===== src/ntc_pkg.sv =====
package ntc_pkg;

    // Field widths
    localparam int FEAT_W  = 16;
    localparam int LABEL_W = 8;
    localparam int DIST_W  = 33;
    localparam int THR_W   = 16;
    localparam int OP_W    = 2;
    localparam int STAT_W  = 2;
    localparam int ENT_W   = 5;

    // Stream widths, padded to whole bytes
    localparam int S_TDATA_W = 48;
    localparam int M_TDATA_W = 48;

    // Operation codes
    localparam logic [OP_W-1:0] OP_ADD      = 2'd0;
    localparam logic [OP_W-1:0] OP_CLASSIFY = 2'd1;
    localparam logic [OP_W-1:0] OP_CLEAR    = 2'd2;

    // Status codes
    localparam logic [STAT_W-1:0] ST_DONE    = 2'd0;
    localparam logic [STAT_W-1:0] ST_FULL    = 2'd1;
    localparam logic [STAT_W-1:0] ST_MATCH   = 2'd2;
    localparam logic [STAT_W-1:0] ST_NOMATCH = 2'd3;

    localparam logic [THR_W-1:0]  THR_RESET = 16'd128;
    localparam logic [DIST_W-1:0] DIST_MAX  = {DIST_W{1'b1}};

    // Query token that walks the row of template cells
    typedef struct packed {
        logic               vld;
        logic [FEAT_W-1:0]  q_rms;
        logic [FEAT_W-1:0]  q_cen;
        logic               found;
        logic [DIST_W-1:0]  best;
        logic [LABEL_W-1:0] lab;
    } scan_t;

endpackage


===== src/ntc_cell.sv =====
module ntc_cell
    import ntc_pkg::*;
#(
    parameter int IDX   = 0,
    parameter int IDX_W = 4,
    parameter int CNT_W = 5
)
(
    input  logic               clk,
    input  logic               rst_n,
    input  logic               wr_en,
    input  logic [IDX_W-1:0]   wr_idx,
    input  logic [FEAT_W-1:0]  wr_rms,
    input  logic [FEAT_W-1:0]  wr_cen,
    input  logic [LABEL_W-1:0] wr_lab,
    input  logic [CNT_W-1:0]   count,
    input  scan_t              scan_in,
    output scan_t              scan_out
);

    logic [FEAT_W-1:0]  rms_reg;
    logic [FEAT_W-1:0]  cen_reg;
    logic [LABEL_W-1:0] lab_reg;
    scan_t              scan_reg;
    scan_t              scan_next;
    logic [FEAT_W-1:0]  dr;
    logic [FEAT_W-1:0]  dc;
    logic [2*FEAT_W-1:0] sq_r;
    logic [2*FEAT_W-1:0] sq_c;
    logic [DIST_W-1:0]  dist_sq;
    logic               held;
    logic               take;

    // Store the template when this slot is addressed
    always_ff @(posedge clk)
    begin
        if (wr_en && (wr_idx == IDX_W'(IDX)))
        begin
            rms_reg <= wr_rms;
            cen_reg <= wr_cen;
            lab_reg <= wr_lab;
        end
    end

    // Squared distance from the passing query to this template
    always_comb
    begin
        dr      = (scan_in.q_rms >= rms_reg) ? (scan_in.q_rms - rms_reg)
                                             : (rms_reg - scan_in.q_rms);
        dc      = (scan_in.q_cen >= cen_reg) ? (scan_in.q_cen - cen_reg)
                                             : (cen_reg - scan_in.q_cen);
        sq_r    = {{FEAT_W{1'b0}}, dr} * {{FEAT_W{1'b0}}, dr};
        sq_c    = {{FEAT_W{1'b0}}, dc} * {{FEAT_W{1'b0}}, dc};
        dist_sq = {1'b0, sq_r} + {1'b0, sq_c};
    end

    // Replace the running best only on a strictly smaller distance
    always_comb
    begin
        held      = (CNT_W'(IDX) < count);
        take      = scan_in.vld && held && (!scan_in.found || (dist_sq < scan_in.best));
        scan_next = scan_in;
        if (take)
        begin
            scan_next.found = 1'b1;
            scan_next.best  = dist_sq;
            scan_next.lab   = lab_reg;
        end
    end

    // Hand the token to the next cell
    always_ff @(posedge clk or negedge rst_n)
    begin
        if (!rst_n)
        begin
            scan_reg <= '0;
        end
        else
        begin
            scan_reg <= scan_next;
        end
    end

    assign scan_out = scan_reg;

endmodule


===== config.mk =====
export PLATFORM = sky130hd
export DESIGN_NAME = ntc_cell
export DESIGN_NICKNAME = d
export VERILOG_FILES = /design/src/ntc_pkg.sv /design/src/ntc_cell.sv
export SDC_FILE = /design/constraint.sdc
export NUM_CORES = 1
export LEC_CHECK = 0
export ABC_AREA = 1
export BUFFER_PORTS_ARGS = -buffer_cell sky130_fd_sc_hd__clkbuf_2
export CORE_MARGIN = 5
export CORE_UTILIZATION = 65
export CTS_CLUSTER_DIAMETER = 80
export DETAILED_ROUTE_END_ITERATION = 16
export PLACE_DENSITY = 0.92
export SLEW_MARGIN = 30
export SYNTH_ARGS = -nofsm -noshare
export SYNTH_HDL_FRONTEND = slang
export SYNTH_SLANG_ARGS = --single-unit

===== constraint.sdc =====
create_clock -name clk -period 16.8 [get_ports clk]
set_clock_uncertainty 0.2 [all_clocks]
set_input_delay 0.84 -clock clk [delete_from_list [all_inputs] [get_ports clk]]
set_output_delay 0.84 -clock clk [all_outputs]
set_load 0.005 [all_outputs]

* Word level (Yosys, flattened, before mapping)
Index checks and enable logic that the tools add are counted.
Storage, ports and cells: register bits 115, bits of input ports 127, output and inout port bits 75, logic and storage cells 29
Cells by class: add/sub/neg operators 5, multiply operators 2, $lt $le $gt $ge 4, mux-type cells 3, reduce and logical (&&, ||, !) cells 6
Operators by type and width (number):
- 16-bit by 16-bit multiplier with 32-bit output | 2
- 16-bit subtractor | 4
- 42-bit two-way mux | 1
- 32-bit by 32-bit adder with 33-bit output | 1
- 33-bit < comparator | 1
- 16-bit greater-or-equal comparator | 2
- 16-bit two-way mux | 2
- 1-bit by 5-bit < comparator with 1-bit output, first input constant | 1
- 4-bit zero test | 1
- 1-bit logical AND | 3
- 1-bit zero test | 1
- 1-bit logical OR | 1

* Longest topological paths before layout
Gate-level depths: netlist (run 1).
depth in word-level cells 8, gate-level depth with buffers 56, gate-level depth less buffers 53

* Worst setup path after synthesis (run 1)
No wires, ideal clock.
kind input to register, start point in scan_in[58] (netlist name), end point reg scan_reg, in the netlist scan_out[39], library setup time 133 ps, arrival time 9867 ps, data required time 16467 ps, setup slack 6599 ps, cell stages on the path 49, path buffers 3, cell sequence inv_1 ha_1 inv_1 fa_1 a21boi_2 o21bai_1 nand2_1 nand3_2 buf_4 nand2_1 nand2_1 buf_4 nor2_1 inv_1 fa_1 inv_1 fa_1 fa_1 [13 not listed] nand3_1 nand2_1 nand2_1 a21oi_1 inv_1 nand3_1 and2_1 ha_1 nand4_1 inv_1 nand2_1 nor4b_1 nand3_1 nand3_1 a21oi_1 inv_1 clkbuf_1 o21ai_0
RTL lines:
- start: declaration | RTL line ntc_cell.sv:17 | input scan_t scan_in,
- end signal: assignment | RTL line ntc_cell.sv:80 | scan_reg <= scan_next;
- end: declaration | RTL line ntc_cell.sv:24 | scan_t scan_reg;

==> report_table.html, run 1 <==
<table>
<tr><th>Metric</th><th>Value</th></tr>
<tr><th colspan="2">Status</th></tr>
<tr><td>Status</td><td>completed</td></tr>
<tr><th colspan="2">Drt</th></tr>
<tr><td>Routed vias</td><td>18390</td></tr>
<tr><td>Total wirelength of the detailed-routed design</td><td>59860 µm</td></tr>
<tr><td>DRT antenna net count</td><td>0</td></tr>
<tr><td>TritonRoute pass-1 iters</td><td>5</td></tr>
<tr><td>Per-cell via count in the routed design</td><td>5.569</td></tr>
<tr><td>Remaining design rule violation count</td><td>0</td></tr>
<tr><td>Average wire per cell in the routed design</td><td>18.12 µm</td></tr>
<tr><td>DR iter-0 viols</td><td>1552</td></tr>
<tr><th colspan="2">Worst setup path</th></tr>
<tr><td>Top fanout value on the critical path</td><td>48</td></tr>
<tr><td>Data required time of the critical path</td><td>16.89 ns</td></tr>
<tr><td>Crit path buf inv count</td><td>12</td></tr>
<tr><td>Launching point of the worst reg2reg path</td><td>rms_reg[0]</td></tr>
<tr><td>Data arrival time of the critical path</td><td>12.08 ns</td></tr>
<tr><td>Slowest CP cell</td><td>ha_1</td></tr>
<tr><td>Maximum single-stage delay on the critical path</td><td>0.74 ns</td></tr>
<tr><td>Most Frequent Cell on Critical Path</td><td>inv_1</td></tr>
<tr><td>Worst setup SP type</td><td>primary input</td></tr>
<tr><td>Kind of end point of the critical path</td><td>flop</td></tr>
<tr><td>Category of cells accounting for the largest share of critical-path delay</td><td>adder cells</td></tr>
<tr><td>Critical path class</td><td>primary input to flop</td></tr>
<tr><td>Worst setup startpoint</td><td>scan_in[58]</td></tr>
<tr><th colspan="2">Synthesis</th></tr>
<tr><td>Net count after synthesis</td><td>3468</td></tr>
<tr><td>Number of cells produced by synthesis</td><td>2664</td></tr>
<tr><td>Top post-synthesis cells by area</td><td>fa_1, ha_1, inv_1</td></tr>
<tr><td>Most area-hungry cell type in the Yosys netlist</td><td>fa_1</td></tr>
<tr><td>Top-area cell type share of the netlist area</td><td>34.35%</td></tr>
<tr><td>Seq/Total Area, Yosys</td><td>13.47%</td></tr>
<tr><td>Most instantiated cells after synthesis</td><td>inv_1, fa_1, nand2_1, ha_1, nor2_1</td></tr>
<tr><td>Main flop type after synthesis</td><td>dfrtp_1</td></tr>
<tr><td>Number of enable flip-flop cells after synthesis</td><td>40</td></tr>
<tr><td>Count leader, synth</td><td>inv_1</td></tr>
<tr><td>Synthesis Warnings</td><td>0</td></tr>
<tr><td>Synthesized flop and latch total</td><td>115</td></tr>
<tr><td>Library cells used by synthesis</td><td>49</td></tr>
<tr><td>Average cell area after synthesis</td><td>8.576 µm²</td></tr>
<tr><td>Share of async-settable or async-resettable flops after synthesis</td><td>65.22%</td></tr>
<tr><td>Post-synthesis instance area</td><td>22850 µm²</td></tr>
<tr><th colspan="2">Clock network</th></tr>
<tr><td>Count of cells resized by post-cts repair</td><td>0</td></tr>
<tr><td>Number of buffers added by the clock tree synthesis step</td><td>17</td></tr>
<tr><td>Clock latency reported for the late side of the worst-skew pair</td><td>0.45 ns</td></tr>
<tr><td>Clock slew seen by the registers of the worst setup and hold paths</td><td>0.08 ns</td></tr>
<tr><td>TritonCTS clock tree</td><td>done</td></tr>
<tr><td>Maximum level of the CTS H-tree</td><td>4</td></tr>
<tr><td>Clock tree sinks</td><td>115</td></tr>
<tr><td>Count of hold buffers inserted by post-cts repair</td><td>0</td></tr>
<tr><td>Buffers inserted by post-CTS timing repair</td><td>0</td></tr>
<tr><td>Number of buffers on the longest clock path</td><td>2</td></tr>
<tr><td>Buffer type at the clock tree root</td><td>clkbuf_16</td></tr>
<tr><th colspan="2">Floorplan</th></tr>
<tr><td>Starting Density</td><td>65.98%</td></tr>
<tr><td>I/O pin cnt</td><td>202</td></tr>
<tr><td>Total core area</td><td>34630 µm²</td></tr>
<tr><td>FP Rows</td><td>68</td></tr>
<tr><td>DIE AREA</td><td>39000 µm²</td></tr>
<tr><td>Die extent in x</td><td>197.5 µm</td></tr>
<tr><td>Vert. Die Dim</td><td>197.5 µm</td></tr>
<tr><th colspan="2">Min path</th></tr>
<tr><td>Path class of the lowest-slack min-delay path</td><td>primary input to asynchronous set/reset pin</td></tr>
<tr><th colspan="2">Finish</th></tr>
<tr><td>Share of post-route cells with drive strength above 1</td><td>10.36%</td></tr>
<tr><td>Layout-stage area growth over the synthesis result</td><td>8.330%</td></tr>
<tr><td>Max FFs per register</td><td>75</td></tr>
<tr><td>Area of the multi-input gates</td><td>16760 µm²</td></tr>
<tr><td>ANT cells</td><td>0</td></tr>
<tr><td>Sequential standard cell area</td><td>3078 µm²</td></tr>
<tr><td>Final-layout fill cell count</td><td>2566</td></tr>
<tr><td>Summed area of non-filler cells in the final layout</td><td>24750 µm²</td></tr>
<tr><td>Final Net Count</td><td>3639</td></tr>
<tr><th colspan="2">Placed design</th></tr>
<tr><td>Half-perimeter wire length after detailed placement</td><td>51290 µm</td></tr>
<tr><td>Count of input and output buffers</td><td>201</td></tr>
<tr><td>Post-place setup slack</td><td>4.626 ns</td></tr>
<tr><td>Total placed instance area</td><td>24170 µm²</td></tr>
<tr><td>Last weighted congestion value of the routability-driven placer</td><td>0.9919</td></tr>
<tr><th colspan="2">Timing</th></tr>
<tr><td>Worst rel slew slack</td><td>37.03%</td></tr>
<tr><td>Pins over their slew limit</td><td>0</td></tr>
<tr><td>Final critical path time including I/O delays and setup</td><td>11.99 ns</td></tr>
<tr><td>Count of final setup violators</td><td>0</td></tr>
<tr><td>Hold Worst Slack</td><td>0.2331 ns</td></tr>
<tr><td>Setup slack of the critical path after layout</td><td>4.810 ns</td></tr>
<tr><td>Worst Tran Pin Value</td><td>0.9437 ns</td></tr>
<tr><td>RSZ-0062 raised after global routing</td><td>no</td></tr>
<tr><td>Achievable clock frequency</td><td>83.40 MHz</td></tr>
<tr><td>Final cycle utilization of the critical path</td><td>71.37%</td></tr>
<tr><td>Hold violation count in the final report</td><td>0</td></tr>
<tr><td>Final sum of negative setup slack</td><td>0 ns</td></tr>
<tr><th colspan="2">Global routing</th></tr>
<tr><td>Highest-utilization routing layer at the global route stage</td><td>met2</td></tr>
<tr><td>Met2 track demand over resource</td><td>55.02%</td></tr>
<tr><td>Number of global-route vias before repair</td><td>20160</td></tr>
<tr><td>Met3 Usage GRT</td><td>5.475%</td></tr>
<tr><td>Total grt overflow</td><td>0</td></tr>
<tr><td>Largest net degree at the start of global routing</td><td>76</td></tr>
<tr><td>Global-route wire length before repair</td><td>98770 µm</td></tr>
<tr><td>Global-route total usage across every layer</td><td>31.87%</td></tr>
<tr><td>Met1 capacity usage during global routing</td><td>39.75%</td></tr>
<tr><td>Antenna violations before repair</td><td>0</td></tr>
<tr><th colspan="2">Job</th></tr>
<tr><td>Maximum capacitance violations</td><td>0</td></tr>
</table>
==> cells in the final DEF, fill, tap and decap left out, drive strengths merged, types with 4 or more instances in the layout <==
cell type  instances
buf                4
a21o               7
o21ai             98
xor2              59
clkinv             6
o2111ai            7
xnor2             21
nor2             258
clkbuf           219
or2                4
o21bai            15
edfxtp            40
nand2            395
ha               285
nand3             57
a21oi            116
inv              735
fa               392
nor3              25
o21a               7
nand4              7
dfrtp             75
==> metal layers <==
| metal | part of all wire, % | vias up |
|---|---|---|
| li1 | - | 8273 |
| met1 | 37 | 9044 |
| met2 | 51 | 851 |
| met3 | 7.4 | 225 |
| met4 | 4.8 | 0 |
| met5 | 0 | - |
==> metrics by stage <==
stage | utilization (%) | instances
2_1_floorplan | - | 2664
3_3_place_gp | 69.76 | 3271
3_5_place_dp | 69.81 | 3271
4_1_cts | 71.46 | 3303
5_1_grt | 71.47 | 3303
6_report | 71.47 | 3303
==> worst paths after layout <==
kind / to / slack, ns / depth (start not counted)
hold reg to reg: scan_out[1] / 0.26 / 2
setup reg to reg: scan_out[16] / 4.95 / 43
setup / recovery: scan_out[16] / 4.81 / 45
min in group clk: scan_out[1] / 0.26 / 2
max in group asynchronous: scan_out[30] / 15.65 / 1
hold / removal: scan_out[73] / 0.23 / 1
==> area by class of cell <==
| type | instances | area share (%) |
|---|---|---|
| Multi-Input combinational cell | 1768 | 67.71 |
| Sequential cell | 115 | 12.44 |
| Inverter | 729 | 11.06 |
| Timing Repair Buffer | 204 | 4.181 |
| Tap cell | 455 | 2.300 |
| Clock buffer | 19 | 1.835 |
| Clock inverter | 13 | 0.4803 |
==> worst reg2reg max path: cells and delay by family, from the launching register on <==
kind,cells,cell delay [ns]
buffers and inverters,10,1.38
AO/OA/AOI/OAI,7,1.26
adder cells (fa/ha/maj),11,5.54
flip-flops,1,0.39
AND/OR/NAND/NOR,15,2.94
==> cell families after synthesis <==
| group | count (synthesis) | synth area share, % |
|---|---|---|
| compound gates | 259 | 6.440 |
| xor+xnor | 80 | 3.379 |
| fa+ha+maj | 677 | 49.96 |
| buf+inv | 781 | 13.31 |
| flops | 115 | 13.47 |
| simple gates | 752 | 13.44 |
Power of run 1 is not shown: default switching activity piles up to over one toggle a cycle in this logic, so the estimate is an artifact.
==> run 2: changes to the inputs <==
--- a/config.mk
+++ b/config.mk
@@ -8,10 +8,10 @@
 export ABC_AREA = 1
 export BUFFER_PORTS_ARGS = -buffer_cell sky130_fd_sc_hd__clkbuf_2
 export CORE_MARGIN = 5
-export CORE_UTILIZATION = 65
+export CORE_UTILIZATION = 63
 export CTS_CLUSTER_DIAMETER = 80
 export DETAILED_ROUTE_END_ITERATION = 16
-export PLACE_DENSITY = 0.92
+export PLACE_DENSITY = 0.9
 export SLEW_MARGIN = 30
 export SYNTH_ARGS = -nofsm -noshare
 export SYNTH_HDL_FRONTEND = slang
==> constraint.sdc (replaced) <==
create_clock -name clk -period 11.2 [get_ports clk]
set_clock_uncertainty 0.2 [all_clocks]
set_input_delay 0.56 -clock clk [delete_from_list [all_inputs] [get_ports clk]]
set_output_delay 0.56 -clock clk [all_outputs]
set_load 0.005 [all_outputs]
==> report_table.html, run 2 (synthesis results as in run 1) <==
<table>
<tr><th>Metric</th><th>Value</th></tr>
<tr><th colspan="2">Timing</th></tr>
<tr><td>Worst rel slew slack</td><td>49.38%</td></tr>
<tr><td>Achievable clock frequency</td><td>92.99 MHz</td></tr>
<tr><td>Worst Tran Pin Value</td><td>0.7535 ns</td></tr>
<tr><td>Setup slack of the critical path after layout</td><td>0.4458 ns</td></tr>
<tr><td>Hold violation count in the final report</td><td>62</td></tr>
<tr><td>Count of final setup violators</td><td>0</td></tr>
<tr><td>Hold Worst Slack</td><td>-0.04589 ns</td></tr>
<tr><td>Final cycle utilization of the critical path</td><td>96.02%</td></tr>
<tr><td>Final critical path time including I/O delays and setup</td><td>10.75 ns</td></tr>
<tr><td>Final sum of negative setup slack</td><td>0 ns</td></tr>
<tr><td>Pins over their slew limit</td><td>0</td></tr>
<tr><th colspan="2">Drt</th></tr>
<tr><td>Average wire per cell in the routed design</td><td>17.66 µm</td></tr>
<tr><td>Per-cell via count in the routed design</td><td>5.536</td></tr>
<tr><td>Routed vias</td><td>18560</td></tr>
<tr><td>Total wirelength of the detailed-routed design</td><td>59210 µm</td></tr>
<tr><td>Remaining design rule violation count</td><td>0</td></tr>
<tr><td>DRT antenna net count</td><td>0</td></tr>
<tr><td>DR iter-0 viols</td><td>1342</td></tr>
<tr><td>TritonRoute pass-1 iters</td><td>8</td></tr>
<tr><th colspan="2">Worst setup path</th></tr>
<tr><td>Data arrival time of the critical path</td><td>10.87 ns</td></tr>
<tr><td>Critical path class</td><td>flop to flop</td></tr>
<tr><td>Slowest CP cell</td><td>fa_1</td></tr>
<tr><td>Worst setup SP type</td><td>flop</td></tr>
<tr><td>Top fanout value on the critical path</td><td>40</td></tr>
<tr><td>Maximum single-stage delay on the critical path</td><td>0.56 ns</td></tr>
<tr><td>Reg-to-reg setup timing slack</td><td>0.45 ns</td></tr>
<tr><td>Data required time of the critical path</td><td>11.32 ns</td></tr>
<tr><td>Kind of end point of the critical path</td><td>flop</td></tr>
<tr><th colspan="2">Floorplan</th></tr>
<tr><td>Vert. Die Dim</td><td>200.4 µm</td></tr>
<tr><td>DIE AREA</td><td>40170 µm²</td></tr>
<tr><td>I/O pin cnt</td><td>202</td></tr>
<tr><td>Die extent in x</td><td>200.4 µm</td></tr>
<tr><td>Total core area</td><td>35660 µm²</td></tr>
<tr><td>FP Rows</td><td>69</td></tr>
<tr><td>Starting Density</td><td>64.08%</td></tr>
<tr><th colspan="2">Global routing</th></tr>
<tr><td>Global-route total usage across every layer</td><td>30.20%</td></tr>
<tr><td>Largest net degree at the start of global routing</td><td>76</td></tr>
<tr><td>Number of global-route vias before repair</td><td>20150</td></tr>
<tr><td>Total grt overflow</td><td>0</td></tr>
<tr><td>Antenna violations before repair</td><td>0</td></tr>
<tr><td>Global-route wire length before repair</td><td>98520 µm</td></tr>
<tr><th colspan="2">Clock network</th></tr>
<tr><td>Clock slew seen by the registers of the worst setup and hold paths</td><td>0.07 ns</td></tr>
<tr><td>Clock tree sinks</td><td>115</td></tr>
<tr><td>Number of buffers added by the clock tree synthesis step</td><td>17</td></tr>
<tr><td>TritonCTS clock tree</td><td>done</td></tr>
<tr><td>Number of buffers on the longest clock path</td><td>2</td></tr>
<tr><td>Maximum level of the CTS H-tree</td><td>4</td></tr>
<tr><td>Buffer type at the clock tree root</td><td>clkbuf_16</td></tr>
<tr><td>Clock latency reported for the late side of the worst-skew pair</td><td>0.45 ns</td></tr>
<tr><th colspan="2">Status</th></tr>
<tr><td>Status</td><td>complete, but fails checks</td></tr>
<tr><td>Violated checks</td><td>negative hold slack</td></tr>
<tr><th colspan="2">Job</th></tr>
<tr><td>Maximum capacitance violations</td><td>0</td></tr>
<tr><th colspan="2">Placed design</th></tr>
<tr><td>Last weighted congestion value of the routability-driven placer</td><td>0.9899</td></tr>
<tr><td>Post-place setup slack</td><td>-0.01428 ns</td></tr>
<tr><td>Count of input and output buffers</td><td>201</td></tr>
<tr><td>Half-perimeter wire length after detailed placement</td><td>50080 µm</td></tr>
<tr><th colspan="2">Finish</th></tr>
<tr><td>Final-layout fill cell count</td><td>2626</td></tr>
<tr><td>Area of the multi-input gates</td><td>16890 µm²</td></tr>
<tr><td>Layout-stage area growth over the synthesis result</td><td>10.61%</td></tr>
<tr><td>Max FFs per register</td><td>75</td></tr>
<tr><td>Highest-count cells in the layout ignoring fill and taps</td><td>inv_1, fa_1, nand2_1, ha_1, nor2_1</td></tr>
<tr><td>Final Net Count</td><td>3683</td></tr>
<tr><td>ANT cells</td><td>0</td></tr>
<tr><td>Most frequent standard cell in the layout excluding fill and tap cells</td><td>inv_1</td></tr>
<tr><td>Share of post-route cells with drive strength above 1</td><td>12.79%</td></tr>
<tr><td>Sequential standard cell area</td><td>3078 µm²</td></tr>
<tr><th colspan="2">Min path</th></tr>
<tr><td>Path class of the lowest-slack min-delay path</td><td>primary input to asynchronous set/reset pin</td></tr>
</table>
## run 2: cell count changes in the layout (fill, tap and decap cells not counted), sizes merged
cell	before	now
clkinv	6	5
buf	4	47
inv	735	727
clkbuf	219	218
clkinvlp	0	11
## run 2: critical path: cells and delay by family (launching register included)
kind                       cells  cell delay [ns]
adders and majority gates     12             5.44
AOI/OAI and AO/OA              8             1.32
buffers and inverters         12             1.09
and+or+nand+nor               15             2.18
DFF                            1             0.35
## run 2: stage by stage
| step | cell area [µm²] | util [%] | cells |
|---|---|---|---|
| after global routing | 25270 | 70.87 | 3353 |
| after global placement | 24350 | 68.30 | 3302 |
| after floorplan | 22850 | - | 2664 |
| after detailed placement | 24350 | 68.30 | 3302 |
| final | 25270 | 70.87 | 3353 |
| after CTS | 24910 | 69.87 | 3334 |
## run 2: path summary, 6_finish.rpt
kind                            cells after the start           end        start
worst max-delay path                               47  scan_out[24]   rms_reg[0]
worst min-delay path                                1  scan_out[67]        rst_n
worst max register to register                     47  scan_out[24]   rms_reg[0]
worst min register to register                      2   scan_out[0]   lab_reg[0]
max in group asynchronous                           1  scan_out[25]        rst_n
min in group clk                                    1  scan_out[74]  scan_in[74]
## run 2: what timing repair did
action	4_1_cts	5_1_grt
resized for setup	0	53
endpoints found under the hold margin	0	0
setup endpoints to repair	0	41
hold buffers	0	0
setup buffers	0	18
## run 2: routing by layer
metal / vias to the layer above / part of all wire (%) / track usage (%) / wire [µm]
met2: 858 / 51 / 52.06 / 30040
met4: 0 / 4.8 / 13.32 / 2863
li1: 8392 / - / - / -
met5: - / 0 / 0 / 0
met3: 206 / 7.6 / 6.107 / 4515
met1: 9105 / 37 / 37.01 / 21790
## run 2: cell type report
| cell class | instances | share of cell area [%] |
|---|---|---|
| timing repair buffer | 247 | 5.501 |
| clock buffer | 18 | 1.698 |
| multi-input combinational | 1768 | 66.84 |
| inverter | 729 | 10.95 |
| tap | 461 | 2.283 |
| sequential | 115 | 12.18 |
| clock inverter | 14 | 0.5199 |
| timing repair inverter | 1 | 0.02971 |
Power of run 2 is left out for the same reason.
